File: src/rtl/rtq_pkg.sv
// Package with the types and constants of the repeating timer queue.
`default_nettype none
package rtq_pkg;
  localparam int unsigned RtqSlots = 16;
  localparam int unsigned TimeW = 48;
  localparam int unsigned IvalW = 24;
  localparam int unsigned IdW = 16;
  localparam int unsigned CntW = 16;

  localparam logic [1:0] CMD_ADD = 2'd0;
  localparam logic [1:0] CMD_REMOVE = 2'd1;
  localparam logic [1:0] CMD_RESTART = 2'd2;
  localparam logic [1:0] CMD_TICK = 2'd3;

  localparam logic [1:0] KIND_FIRED = 2'd0;
  localparam logic [1:0] KIND_ADD = 2'd1;
  localparam logic [1:0] KIND_REMOVE = 2'd2;
  localparam logic [1:0] KIND_DONE = 2'd3;

  localparam logic [1:0] ERR_OK = 2'd0;
  localparam logic [1:0] ERR_COUNT = 2'd1;
  localparam logic [1:0] ERR_UNKNOWN = 2'd2;
  localparam logic [1:0] ERR_FULL = 2'd3;

  typedef enum logic [3:0] {
    ST_IDLE, ST_SCAN_RD, ST_SCAN, ST_ADD, ST_REM, ST_RST, ST_PICK, ST_FIRE_RD,
    ST_FIRE, ST_OUT
  } rtq_state_t;
endpackage
`default_nettype wire

File: src/rtl/rtq_if.sv
// Valid/ready channel interfaces of the timer queue.
`default_nettype none
interface rtq_in_if;
  logic        valid;
  logic        ready;
  logic [1:0]  command;
  logic [23:0] interval_ms;
  logic signed [15:0] repeat_count;
  logic [15:0] timer_id;
  modport source (output valid, command, interval_ms, repeat_count, timer_id, input ready);
  modport sink (input valid, command, interval_ms, repeat_count, timer_id, output ready);
endinterface

interface rtq_out_if;
  logic        valid;
  logic        ready;
  logic [1:0]  result_kind;
  logic [15:0] result_id;
  logic [1:0]  error_code;
  logic        last_result;
  modport source (output valid, result_kind, result_id, error_code, last_result, input ready);
  modport sink (input valid, result_kind, result_id, error_code, last_result, output ready);
endinterface
`default_nettype wire

File: src/rtl/repeating_timer_queue.sv
// Top level of the repeating timer queue: slot memory and command sequencer.
//
//  channel | direction | payload
//  in_     | sink      | command, interval_ms, repeat_count, timer_id
//  out_    | source    | result_kind, result_id, error_code, last_result
//
// Each sweep reads one slot a cycle, starting from ST_SCAN_RD, which issues the first read.
// Add, remove and restart run one sweep, their action state and ST_OUT per input transfer.
// A tick runs one sweep and ST_PICK, then ST_FIRE_RD, ST_FIRE and ST_OUT for each timer that fires,
// because every firing is followed by a fresh sweep to choose the next timer.
// A stalled result holds the sequencer until its transfer.
// Reset is synchronous and clears the valid bits, time, id counter and control.
`default_nettype none
module repeating_timer_queue
  import rtq_pkg::*;
#(
  parameter int unsigned TIMER_SLOTS = RtqSlots
) (
  input wire logic clk,
  input wire logic rst_n,
  rtq_in_if.sink   in_ch,
  rtq_out_if.source out_ch
);
  localparam int unsigned SW = (TIMER_SLOTS > 1) ? $clog2(TIMER_SLOTS) : 1;
  localparam int unsigned MW = TimeW + IdW + IvalW + CntW;

  // Slot memory: due time, id, interval and count in one word.
  logic [MW-1:0] mem [TIMER_SLOTS];
  logic [MW-1:0] rd_r;
  logic          we;
  logic [SW-1:0] wa, ra;
  logic [MW-1:0] wd;

  always_ff @(posedge clk) begin
    if (we) mem[wa] <= wd;
    rd_r <= mem[ra];
  end

  logic [TimeW-1:0] rd_due;
  logic [IdW-1:0]   rd_id;
  logic [IvalW-1:0] rd_ival;
  logic [CntW-1:0]  rd_cnt;
  assign {rd_due, rd_id, rd_ival, rd_cnt} = rd_r;

  rtq_state_t state_r, state_nxt;
  logic [TIMER_SLOTS-1:0] valid_r, valid_nxt, pend_r, pend_nxt;
  logic [TimeW-1:0] now_r, now_nxt;
  logic [IdW-1:0]   nid_r, nid_nxt;
  logic [SW:0]      idx_r, idx_nxt;      // sweep counter, one bit wider
  logic [SW-1:0]    sidx_r, sidx_nxt;    // index of the slot being read
  logic [1:0]       cmd_r, cmd_nxt;
  logic [IvalW-1:0] ival_r, ival_nxt;
  logic [CntW-1:0]  cnt_r, cnt_nxt;
  logic [IdW-1:0]   tid_r, tid_nxt;
  logic             hit_r, hit_nxt, any_r, any_nxt;
  logic [SW-1:0]    hslot_r, hslot_nxt;
  logic [TimeW-1:0] bdue_r, bdue_nxt;
  logic [IdW-1:0]   bid_r, bid_nxt;
  logic [1:0]       okind_r, okind_nxt, oerr_r, oerr_nxt;
  logic [IdW-1:0]   oid_r, oid_nxt;
  logic             olast_r, olast_nxt, ovalid_r, ovalid_nxt;
  logic             last_rd;

  // The sweep ends once the last slot's word is in the read register.
  assign last_rd = (idx_r == (SW+1)'(TIMER_SLOTS));

  // Next-state logic.
  always_comb begin
    state_nxt = state_r;
    unique case (state_r)
      ST_IDLE:    if (in_ch.valid) state_nxt = ST_SCAN_RD;
      ST_SCAN_RD: state_nxt = ST_SCAN;
      ST_SCAN: begin
        if (last_rd) begin
          unique case (cmd_r)
            CMD_ADD:     state_nxt = ST_ADD;
            CMD_REMOVE:  state_nxt = ST_REM;
            CMD_RESTART: state_nxt = ST_RST;
            default:     state_nxt = ST_PICK;
          endcase
        end
      end
      ST_ADD, ST_REM, ST_RST: state_nxt = ST_OUT;
      ST_PICK:    state_nxt = any_r ? ST_FIRE_RD : ST_OUT;
      ST_FIRE_RD: state_nxt = ST_FIRE;
      ST_FIRE:    state_nxt = ST_OUT;
      ST_OUT: begin
        if (!ovalid_r || out_ch.ready)
          state_nxt = (cmd_r == CMD_TICK && !olast_r) ? ST_SCAN_RD : ST_IDLE;
      end
      default: state_nxt = ST_IDLE;
    endcase
  end

  // Datapath and output logic.
  always_comb begin
    logic [SW-1:0] slot;
    logic [CntW-1:0] c2;
    slot = idx_r[SW-1:0];
    c2 = rd_cnt;
    valid_nxt = valid_r; pend_nxt = pend_r; now_nxt = now_r; nid_nxt = nid_r;
    idx_nxt = idx_r; sidx_nxt = sidx_r; cmd_nxt = cmd_r; ival_nxt = ival_r;
    cnt_nxt = cnt_r; tid_nxt = tid_r; hit_nxt = hit_r; any_nxt = any_r;
    hslot_nxt = hslot_r; bdue_nxt = bdue_r; bid_nxt = bid_r;
    okind_nxt = okind_r; oerr_nxt = oerr_r; oid_nxt = oid_r; olast_nxt = olast_r;
    ovalid_nxt = ovalid_r && !out_ch.ready;
    we = 1'b0; wa = sidx_r; wd = rd_r; ra = slot;
    in_ch.ready = (state_r == ST_IDLE);
    unique case (state_r)
      ST_IDLE: begin
        idx_nxt = '0; sidx_nxt = '0; hit_nxt = 1'b0; any_nxt = 1'b0;
        cmd_nxt = in_ch.command; ival_nxt = in_ch.interval_ms;
        cnt_nxt = in_ch.repeat_count; tid_nxt = in_ch.timer_id;
        ra = '0;
        if (in_ch.valid && in_ch.command == CMD_TICK) begin
          now_nxt = now_r + TimeW'(1);
          pend_nxt = '0;
        end
        if (in_ch.valid && in_ch.command == CMD_ADD) begin
          // Free slot search over the valid bits.
          for (int i = TIMER_SLOTS - 1; i >= 0; i--)
            if (!valid_r[i]) begin hit_nxt = 1'b1; hslot_nxt = SW'(i); end
        end
      end
      ST_SCAN_RD: begin
        idx_nxt = idx_r + 1'b1; sidx_nxt = slot; any_nxt = 1'b0;
      end
      ST_SCAN: begin
        // rd_r holds slot sidx_r.
        unique case (cmd_r)
          CMD_REMOVE: begin
            if (valid_r[sidx_r] && rd_id == tid_r && !hit_r) begin
              hit_nxt = 1'b1; hslot_nxt = sidx_r;
            end
          end
          CMD_RESTART: begin
            if (valid_r[sidx_r]) begin
              we = 1'b1; wd = {now_r + TimeW'(rd_ival), rd_id, rd_ival, rd_cnt};
            end
          end
          CMD_TICK: begin
            // First sweep marks due slots, later sweeps only pick.
            if (!hit_r && valid_r[sidx_r] && rd_due <= now_r)
              pend_nxt[sidx_r] = 1'b1;
            if ((pend_r[sidx_r] || (!hit_r && valid_r[sidx_r] && rd_due <= now_r)) &&
                (!any_r || rd_due < bdue_r || (rd_due == bdue_r && rd_id < bid_r))) begin
              any_nxt = 1'b1; bdue_nxt = rd_due; bid_nxt = rd_id; hslot_nxt = sidx_r;
            end
          end
          default: ;
        endcase
        sidx_nxt = slot;
        if (!last_rd) idx_nxt = idx_r + 1'b1;
        if (last_rd && cmd_r == CMD_TICK) hit_nxt = 1'b1;
      end
      ST_ADD: begin
        okind_nxt = KIND_ADD; olast_nxt = 1'b1; ovalid_nxt = 1'b1; oid_nxt = '0;
        if (cnt_r == '0) oerr_nxt = ERR_COUNT;
        else if (!hit_r) oerr_nxt = ERR_FULL;
        else begin
          oerr_nxt = ERR_OK; nid_nxt = nid_r + 1'b1; oid_nxt = nid_r + 1'b1;
          valid_nxt[hslot_r] = 1'b1;
          we = 1'b1; wa = hslot_r;
          wd = {now_r + TimeW'(ival_r), nid_r + IdW'(1), ival_r, cnt_r};
        end
      end
      ST_REM: begin
        okind_nxt = KIND_REMOVE; olast_nxt = 1'b1; ovalid_nxt = 1'b1; oid_nxt = '0;
        oerr_nxt = hit_r ? ERR_OK : ERR_UNKNOWN;
        if (hit_r) valid_nxt[hslot_r] = 1'b0;
      end
      ST_RST: begin
        okind_nxt = KIND_DONE; olast_nxt = 1'b1; ovalid_nxt = 1'b1;
        oid_nxt = '0; oerr_nxt = ERR_OK;
      end
      ST_PICK: begin
        ra = hslot_r;
        if (!any_r) begin
          okind_nxt = KIND_DONE; olast_nxt = 1'b1; ovalid_nxt = 1'b1;
          oid_nxt = '0; oerr_nxt = ERR_OK;
        end
      end
      ST_FIRE_RD: ra = hslot_r;
      ST_FIRE: begin
        // Fire the chosen slot and update it.
        okind_nxt = KIND_FIRED; olast_nxt = 1'b0; ovalid_nxt = 1'b1;
        oid_nxt = rd_id; oerr_nxt = ERR_OK;
        pend_nxt[hslot_r] = 1'b0;
        if (rd_cnt != '0 && !rd_cnt[CntW-1]) c2 = rd_cnt - 1'b1;
        we = 1'b1; wa = hslot_r;
        if (c2 == '0) valid_nxt[hslot_r] = 1'b0;
        wd = {rd_due + TimeW'(rd_ival), rd_id, rd_ival, c2};
      end
      ST_OUT: begin
        idx_nxt = '0; ra = '0;
      end
      default: ;
    endcase
  end

  always_ff @(posedge clk) begin
    if (!rst_n) begin
      state_r <= ST_IDLE; valid_r <= '0; pend_r <= '0; now_r <= '0; nid_r <= '0;
      ovalid_r <= 1'b0; idx_r <= '0; hit_r <= 1'b0; any_r <= 1'b0;
    end else begin
      state_r <= state_nxt; valid_r <= valid_nxt; pend_r <= pend_nxt;
      now_r <= now_nxt; nid_r <= nid_nxt; ovalid_r <= ovalid_nxt;
      idx_r <= idx_nxt; hit_r <= hit_nxt; any_r <= any_nxt;
    end
  end

  always_ff @(posedge clk) begin
    sidx_r <= sidx_nxt; cmd_r <= cmd_nxt; ival_r <= ival_nxt; cnt_r <= cnt_nxt;
    tid_r <= tid_nxt; hslot_r <= hslot_nxt; bdue_r <= bdue_nxt; bid_r <= bid_nxt;
    okind_r <= okind_nxt; oerr_r <= oerr_nxt; oid_r <= oid_nxt; olast_r <= olast_nxt;
  end

  assign out_ch.valid = ovalid_r;
  assign out_ch.result_kind = okind_r;
  assign out_ch.result_id = oid_r;
  assign out_ch.error_code = oerr_r;
  assign out_ch.last_result = olast_r;
endmodule
`default_nettype wire

File: src/flat_wrapper.sv
// flat-port wrapper written by rule: the top's interface ports become plain ports
module repeating_timer_queue_flat import rtq_pkg::*;
#(
  parameter int unsigned TIMER_SLOTS = RtqSlots
)
  (clk, rst_n, in_ch_valid, in_ch_command, in_ch_interval_ms, in_ch_repeat_count, in_ch_timer_id, in_ch_ready, out_ch_valid, out_ch_result_kind, out_ch_result_id, out_ch_error_code, out_ch_last_result, out_ch_ready);
  rtq_in_if in_ch_i ();
  rtq_out_if out_ch_i ();
  input wire logic clk;
  input wire logic rst_n;
  input wire logic [$bits(in_ch_i.valid)-1:0] in_ch_valid;
  input wire logic [$bits(in_ch_i.command)-1:0] in_ch_command;
  input wire logic [$bits(in_ch_i.interval_ms)-1:0] in_ch_interval_ms;
  input wire logic [$bits(in_ch_i.repeat_count)-1:0] in_ch_repeat_count;
  input wire logic [$bits(in_ch_i.timer_id)-1:0] in_ch_timer_id;
  output wire logic [$bits(in_ch_i.ready)-1:0] in_ch_ready;
  output wire logic [$bits(out_ch_i.valid)-1:0] out_ch_valid;
  output wire logic [$bits(out_ch_i.result_kind)-1:0] out_ch_result_kind;
  output wire logic [$bits(out_ch_i.result_id)-1:0] out_ch_result_id;
  output wire logic [$bits(out_ch_i.error_code)-1:0] out_ch_error_code;
  output wire logic [$bits(out_ch_i.last_result)-1:0] out_ch_last_result;
  input wire logic [$bits(out_ch_i.ready)-1:0] out_ch_ready;
  assign in_ch_i.valid = in_ch_valid;
  assign in_ch_i.command = in_ch_command;
  assign in_ch_i.interval_ms = in_ch_interval_ms;
  assign in_ch_i.repeat_count = in_ch_repeat_count;
  assign in_ch_i.timer_id = in_ch_timer_id;
  assign in_ch_ready = in_ch_i.ready;
  assign out_ch_valid = out_ch_i.valid;
  assign out_ch_result_kind = out_ch_i.result_kind;
  assign out_ch_result_id = out_ch_i.result_id;
  assign out_ch_error_code = out_ch_i.error_code;
  assign out_ch_last_result = out_ch_i.last_result;
  assign out_ch_i.ready = out_ch_ready;
  repeating_timer_queue #(.TIMER_SLOTS(TIMER_SLOTS)) u_core (.clk(clk), .rst_n(rst_n), .in_ch(in_ch_i), .out_ch(out_ch_i));
endmodule
File: config.mk
export PLATFORM = sky130hd
export DESIGN_NAME = repeating_timer_queue_flat
export DESIGN_NICKNAME = d
export VERILOG_FILES = /design/src/rtl/rtq_pkg.sv /design/src/rtl/rtq_if.sv /design/src/rtl/repeating_timer_queue.sv /design/src/flat_wrapper.sv
export SDC_FILE = /design/constraint.sdc
export NUM_CORES = 2
export LEC_CHECK = 0
export BUFFER_PORTS_ARGS = -buffer_cell sky130_fd_sc_hd__buf_2
export CAP_MARGIN = 5
export CORE_UTILIZATION = 45
export CTS_CLUSTER_DIAMETER = 150
export DETAILED_ROUTE_END_ITERATION = 6
export SYNTH_ARGS = -nofsm -noshare
export SYNTH_HDL_FRONTEND = slang
export SYNTH_SLANG_ARGS = --single-unit
File: constraint.sdc
create_clock -name clk -period 15.5 [get_ports clk]
set_input_delay 1.55 -clock clk [delete_from_list [all_inputs] [get_ports clk]]
set_output_delay 1.55 -clock clk [all_outputs]
set_load 0.01 [all_outputs]
# Word-level counts from Yosys, hierarchy flattened
# Memories as Yosys holds them, arrays and structs flattened. A register that Yosys moved wholly into a read port is not among the register bits.
# Index checks and enable logic that the tools add are counted.
# word_totals
input_bits,62
wordCells,245
mem_bits_rw,1664
register_bits,259
output_inout_bits,23
memories,1
# memory_table
memory,words,word_bits,rd,rd_ports_with_merged_regs,wr,line,source
u_core.mem,16,104,1,1,1,repeating_timer_queue.sv:28,logic [MW-1:0] mem [TIMER_SLOTS];
# classes
reduce_logical,62
n_addsub,7
mux,105
eq_ne,36
bitwise,6
n_lt_le_gt_ge,7
# op_table
operator,n
two-way mux 104 bit,4
case mux 104 bit (3 select lines),1
two-way mux 16 bit,12
adder 48 x 24 -> 48 bit,3
two-way mux 4 bit,25
case mux 16 bit (3 select lines),2
case mux 16 bit (4 select lines),1
adder 48 x 1 -> 48 bit (second input constant),1
== test 48 bit,1
<= comparator 48 bit,1
less-than comparator 48 bit,1
case mux 4 bit (2 select lines),5
two-way mux 1 bit,35
AND 16 bit,2
logical NOT 16 bit,2
OR 16 bit,2
case mux 4 bit (7 select lines),1
inequality test 2 x 1 -> 1 bit (second input constant),10
inequality test 17 bit (second input constant),1
adder 16 x 1 -> 16 bit (second input constant),1
== test 16 bit,1
== test 4 x 3 -> 1 bit (second input constant),4
less-than comparator 16 bit,1
NOT 16 bit,1
42 further kinds,105

# Depth between registers and ports, before layout
# depth
ltp_word,18
mapped_depth,14
ltp_nobuf,12

# Worst setup path before layout
# OpenSTA, ideal clock, no wires.
# synth_path
kind,register to register
startpoint,reg u_core.sidx_r[0]
endpoint,mem u_core.mem[12][0] (netlist name) (enable)
arrival_time_ns,6.623
required_time_ns,14.932
period_less_slack_ns,7.192
setup_slack_ns,8.308
setup_ns,0.568
stages_incl_launch_ff,11
cell_sequence,edfxtp_1 > buf_4 > mux4_2 > mux2i_1 > mux2_2 > nor2b_1 > o22ai_1 > nor2_1 > clkbuf_1 > o21ai_0 > nor2_1
# synth_between
elab_chain_cells,7
word_cells_on_any_way,10
# synth_rtl
element,line,source
start: declaration,repeating_timer_queue.sv:50,"logic [SW-1:0] sidx_r, sidx_nxt;"
start signal: assignment,repeating_timer_queue.sv:213,sidx_r <= sidx_nxt; cmd_r <= cmd_nxt; ival_r <= ival_nxt; cnt_r <= cnt_nxt;
binary-select mux 1 bit (select 4 bit),repeating_timer_queue.sv:137,if (valid_r[sidx_r]) begin
two-way mux 1 bit (implied by the code),repeating_timer_queue.sv:137,
two-way mux 1 bit,repeating_timer_queue.sv:137,
two-way mux 1 bit,repeating_timer_queue.sv:130,unique case (cmd_r)
case mux 1 bit (3 select lines),repeating_timer_queue.sv:109,unique case (state_r)
two-way mux 1 bit,repeating_timer_queue.sv:35,if (we) mem[wa] <= wd;
two-way mux 1 bit (implied by the code),repeating_timer_queue.sv:35,
end: declaration,repeating_timer_queue.sv:28,
# Parallel ways exist; a longest one is shown, timed or not. The select of a mux whose other input is x is not followed.

# Final worst setup path
# layout_path
startpoint,reg u_core.state_r[1]
endpoint,mem u_core.mem[13][48] (netlist name) (enable)
# layout_between
elab_chain_cells,4
word_cells_on_any_way,7
# layout_rtl
element,line,source
start: declaration,repeating_timer_queue.sv:45,"rtq_state_t state_r, state_nxt;"
start signal: assignment,repeating_timer_queue.sv:206,state_r <= state_nxt; valid_r <= valid_nxt; pend_r <= pend_nxt;
== test 4 bit / == test 4 x 2 -> 1 bit (equally long branches),repeating_timer_queue.sv:109,
case mux 1 bit (3 select lines),repeating_timer_queue.sv:109,
two-way mux 1 bit,repeating_timer_queue.sv:35,
two-way mux 1 bit (implied by the code),repeating_timer_queue.sv:35,
# Parallel ways exist; a longest one is shown, timed or not.

==> reports/metrics.yaml <==
cts_hold_buf: 0
grt_use_total_pct: 23.39
yosys_warnings: 0
num-nets-final: 7163
rsz0062_at_grt: "false"
synth_nets: 7210
grt_first_pass_wirelength_mm: 351.0
globalplace.congestion: 0.9061
leakagePower_uw: 0.03224
grt_max_degree: 208
mostFrequentLayoutCells: "edfxtp_1, nand2_1, a211oi_1"
arrival_ns: 6.38
finalNonFillerCells: 9717
die_h_um: 444.5
cts_tree: "yes"
violations: "DRC"
firstDrtPassIters: 7
fin_ws_ns: 9.585
syn2layout_area_growth_pct: 11.61
hold_path.class: "flip-flop to flip-flop"
portBuffers: 84
die_area_um2: 197600
hold_viol: 0
cp_max_fo: 48
core_um2: 194800
power_uw: 17000
worstMarginPinSlew_ns: 1.339
post-route-period-util_pct: 38.16
root_buffer: "clkbuf_16"
synth_area_per_cell_um2: 12.68
postSynthCellCount: 6952
routed_wl_mm: 234.0
numCtsBuffers: 208
dpl_worst_slack_ns: 9.557
ff_latch_area_um2: 58750
netlist_area_um2: 88120
dp_hpwl_mm: 132.4
via_count: 57170
grt_remaining_overflow: 0
post-cts-setup-buffer-count: 0
die_w_um: 444.5
layout-drive-gt1-share_pct: 8.305
worstPathCellList: "nand2_1, nor3_1, nand2_4, nand2_1, nand2_1, nand2_1, nand2_1, nor2_4, buf_4, buf_4"
antenna_left: 0
status: "complete, but fails checks"
clock_sinks: 2027
viasPerCell: 5.884
fin_setup_tns_ns: 0
powerDensity_nw_per_um2: 172.9
htreeDepth: 4
crit_type: "flip-flop to flip-flop"
drc: 1
io_pins: 85
clk_path_buf_depth: 3
num-fill-cells: 16490
antenna_found_initial: 13
routedWlPerCell_um: 24.08
cp_top_family: "simple AND/OR/NAND/NOR gates"
cpMaxStageDelayCell: "dfxtp_1"
ys_seq_area_share_pct: 66.66
grt_pass1_vias: 54830
setup_viol: 0
crit_path_start_kind: "flip-flop"
fmax_mhz: 169.1
period_minus_slack_ns: 5.915
ctsResizeCount: 0
synth_ff_type: "edfxtp_1"
cap_violations: 0
skew_ns: 0.04959
ys_ff_latch: 2027
crit_top_cell: "nand2_1"
initial_utilization_pct: 45.24
maxSlewViolCount: 0
mostFrequentLayoutCell: "edfxtp_1"
synth.distinct_cells: 97
fp-row-count: 162
synth_edf_count: 1815
placed_cells: 9318
drt_iter0_drc: 4911
peakVddDrop_mv: 0.1129
multi_input_area_um2: 27270
critPathMaxStageDelay_ns: 0.91
clkTransAtPathRegs_ns: 0.06
ys_async_sr_fraction_pct: 0
cp.required_ns: 15.97
relSlewSlack_pct: 10.12
whs_ns: 0.4829
end_kind: "flip-flop"
path_buf_inv: 2
insertion_delay_ns: 0.87
cell usage after synthesis, types with 21 or more instances:
master	count	share of area, %
edfxtp_1	1815	62
nand2_1	1084	4.6
a211oi_1	544	4.6
and2_1	405	2.9
clkbuf_1	369	1.6
a21oi_1	359	2.0
a31oi_1	224	1.6
dfxtp_1	212	4.8
a311oi_1	211	2.1
ha_1	193	2.7
inv_1	152	0.65
o21ai_0	143	0.81
nor2_1	142	0.60
xnor2_1	106	1.1
a21o_1	76	0.65
and2_0	68	0.48
nand4_1	64	0.45
nor3_1	62	0.35
nand3_1	59	0.34
buf_2	56	0.32
xor2_1	46	0.46
and3_1	44	0.31
o211ai_1	42	0.36
nor2b_1	28	0.20
nor4_1	27	0.19
o21a_1	27	0.23
o22ai_1	27	0.19
or3_1	26	0.18
o31ai_1	25	0.21
buf_1	23	0.098
nand2b_1	23	0.16
a21boi_0	21	0.18
area by class of cell:
class	count	share of cell area, %
sequential	2027	59.73
multi-input combinational	4320	27.73
clock buffer	271	5.709
tap	2624	3.338
clock inverter	126	1.472
timing repair buffer	193	1.427
inverter	155	0.5941
antenna	1	0.002544
final timing paths:
| check | from | to | slack (ns) | depth (start not counted) |
|---|---|---|---|---|
| max | u_core.state_r[1]$_SDFFE_PN0P_ | u_core.mem[13][48]$_DFFE_PP_ | 9.58 | 10 |
| min | u_core.pend_r[14]$_SDFFE_PN0P_ | u_core.pend_r[14]$_SDFFE_PN0P_ | 0.48 | 2 |
| max reg2reg | u_core.state_r[1]$_SDFFE_PN0P_ | u_core.mem[13][48]$_DFFE_PP_ | 9.58 | 10 |
| min reg2reg | u_core.pend_r[14]$_SDFFE_PN0P_ | u_core.pend_r[14]$_SDFFE_PN0P_ | 0.48 | 2 |
where the power goes:
part,leakage (uW),switching [uW],internal (uW)
registers,0.0182,537,7420
clock network,0.00344,2150,2980
logic,0.0106,2690,1220
total,0.0322,5370,11600
worst reg2reg max path: stages, from the launching register on:
cell     delay, ns
dfxtp_1       0.91
nand2_1       0.23
nor3_1        0.50
nand2_4       0.44
nand2_1       0.68
nand2_1       0.13
nand2_1       0.10
nand2_1       0.26
nor2_4        0.58
buf_4         0.71
buf_4         0.93
registers in the layout, indices dropped and copies added (netlist names), 2 cells and up, named ones only:
| name | count |
|---|---|
| u_core.ival_r | 24 |
| u_core.tid_r | 16 |
| u_core.cmd_r | 2 |
| u_core.out_ch.result_id | 16 |
| u_core.hslot_r | 4 |
| u_core.state_r | 4 |
| u_core.idx_r | 5 |
| u_core.bid_r | 16 |
| u_core.out_ch.result_kind | 2 |
| u_core.now_r | 48 |
| u_core.rd_r | 104 |
| u_core.bdue_r | 48 |
| u_core.cnt_r | 16 |
| u_core.out_ch.error_code | 2 |
| u_core.sidx_r | 4 |
| u_core.nid_r | 16 |
| u_core.pend_r | 16 |
| u_core.mem | 1664 |
layer usage:
metal | vias up | global-route usage (%) | wire [um] | share of wire [%]
met5 | - | 0 | 0 | 0
met4 | 0 | 5.736 | 4800 | 2.1
met3 | 307 | 3.341 | 14660 | 6.3
met2 | 1817 | 36.72 | 107400 | 46
met1 | 28660 | 34.27 | 107100 | 46
li1 | 26390 | - | - | -
per-stage QoR:
stage | area [um^2] | util (%)
final | 98350 | 50.49
after global routing | 98350 | 50.49
after CTS | 98340 | 50.49
after detailed placement | 91280 | 46.86
after global placement | 91280 | 46.86
after floorplan | 88120 | -
logic make-up after synthesis:
group | share of synthesized area, %
and+or+nand+nor | 11.40
xor gates and xnor gates | 1.511
muxes | 0.4501
AOI/OAI and AO/OA | 14.49
buffers and inverters | 2.671
adders and majority gates | 2.808
DFF | 66.66
No activity file was read; power rests on OpenSTA's default activity.
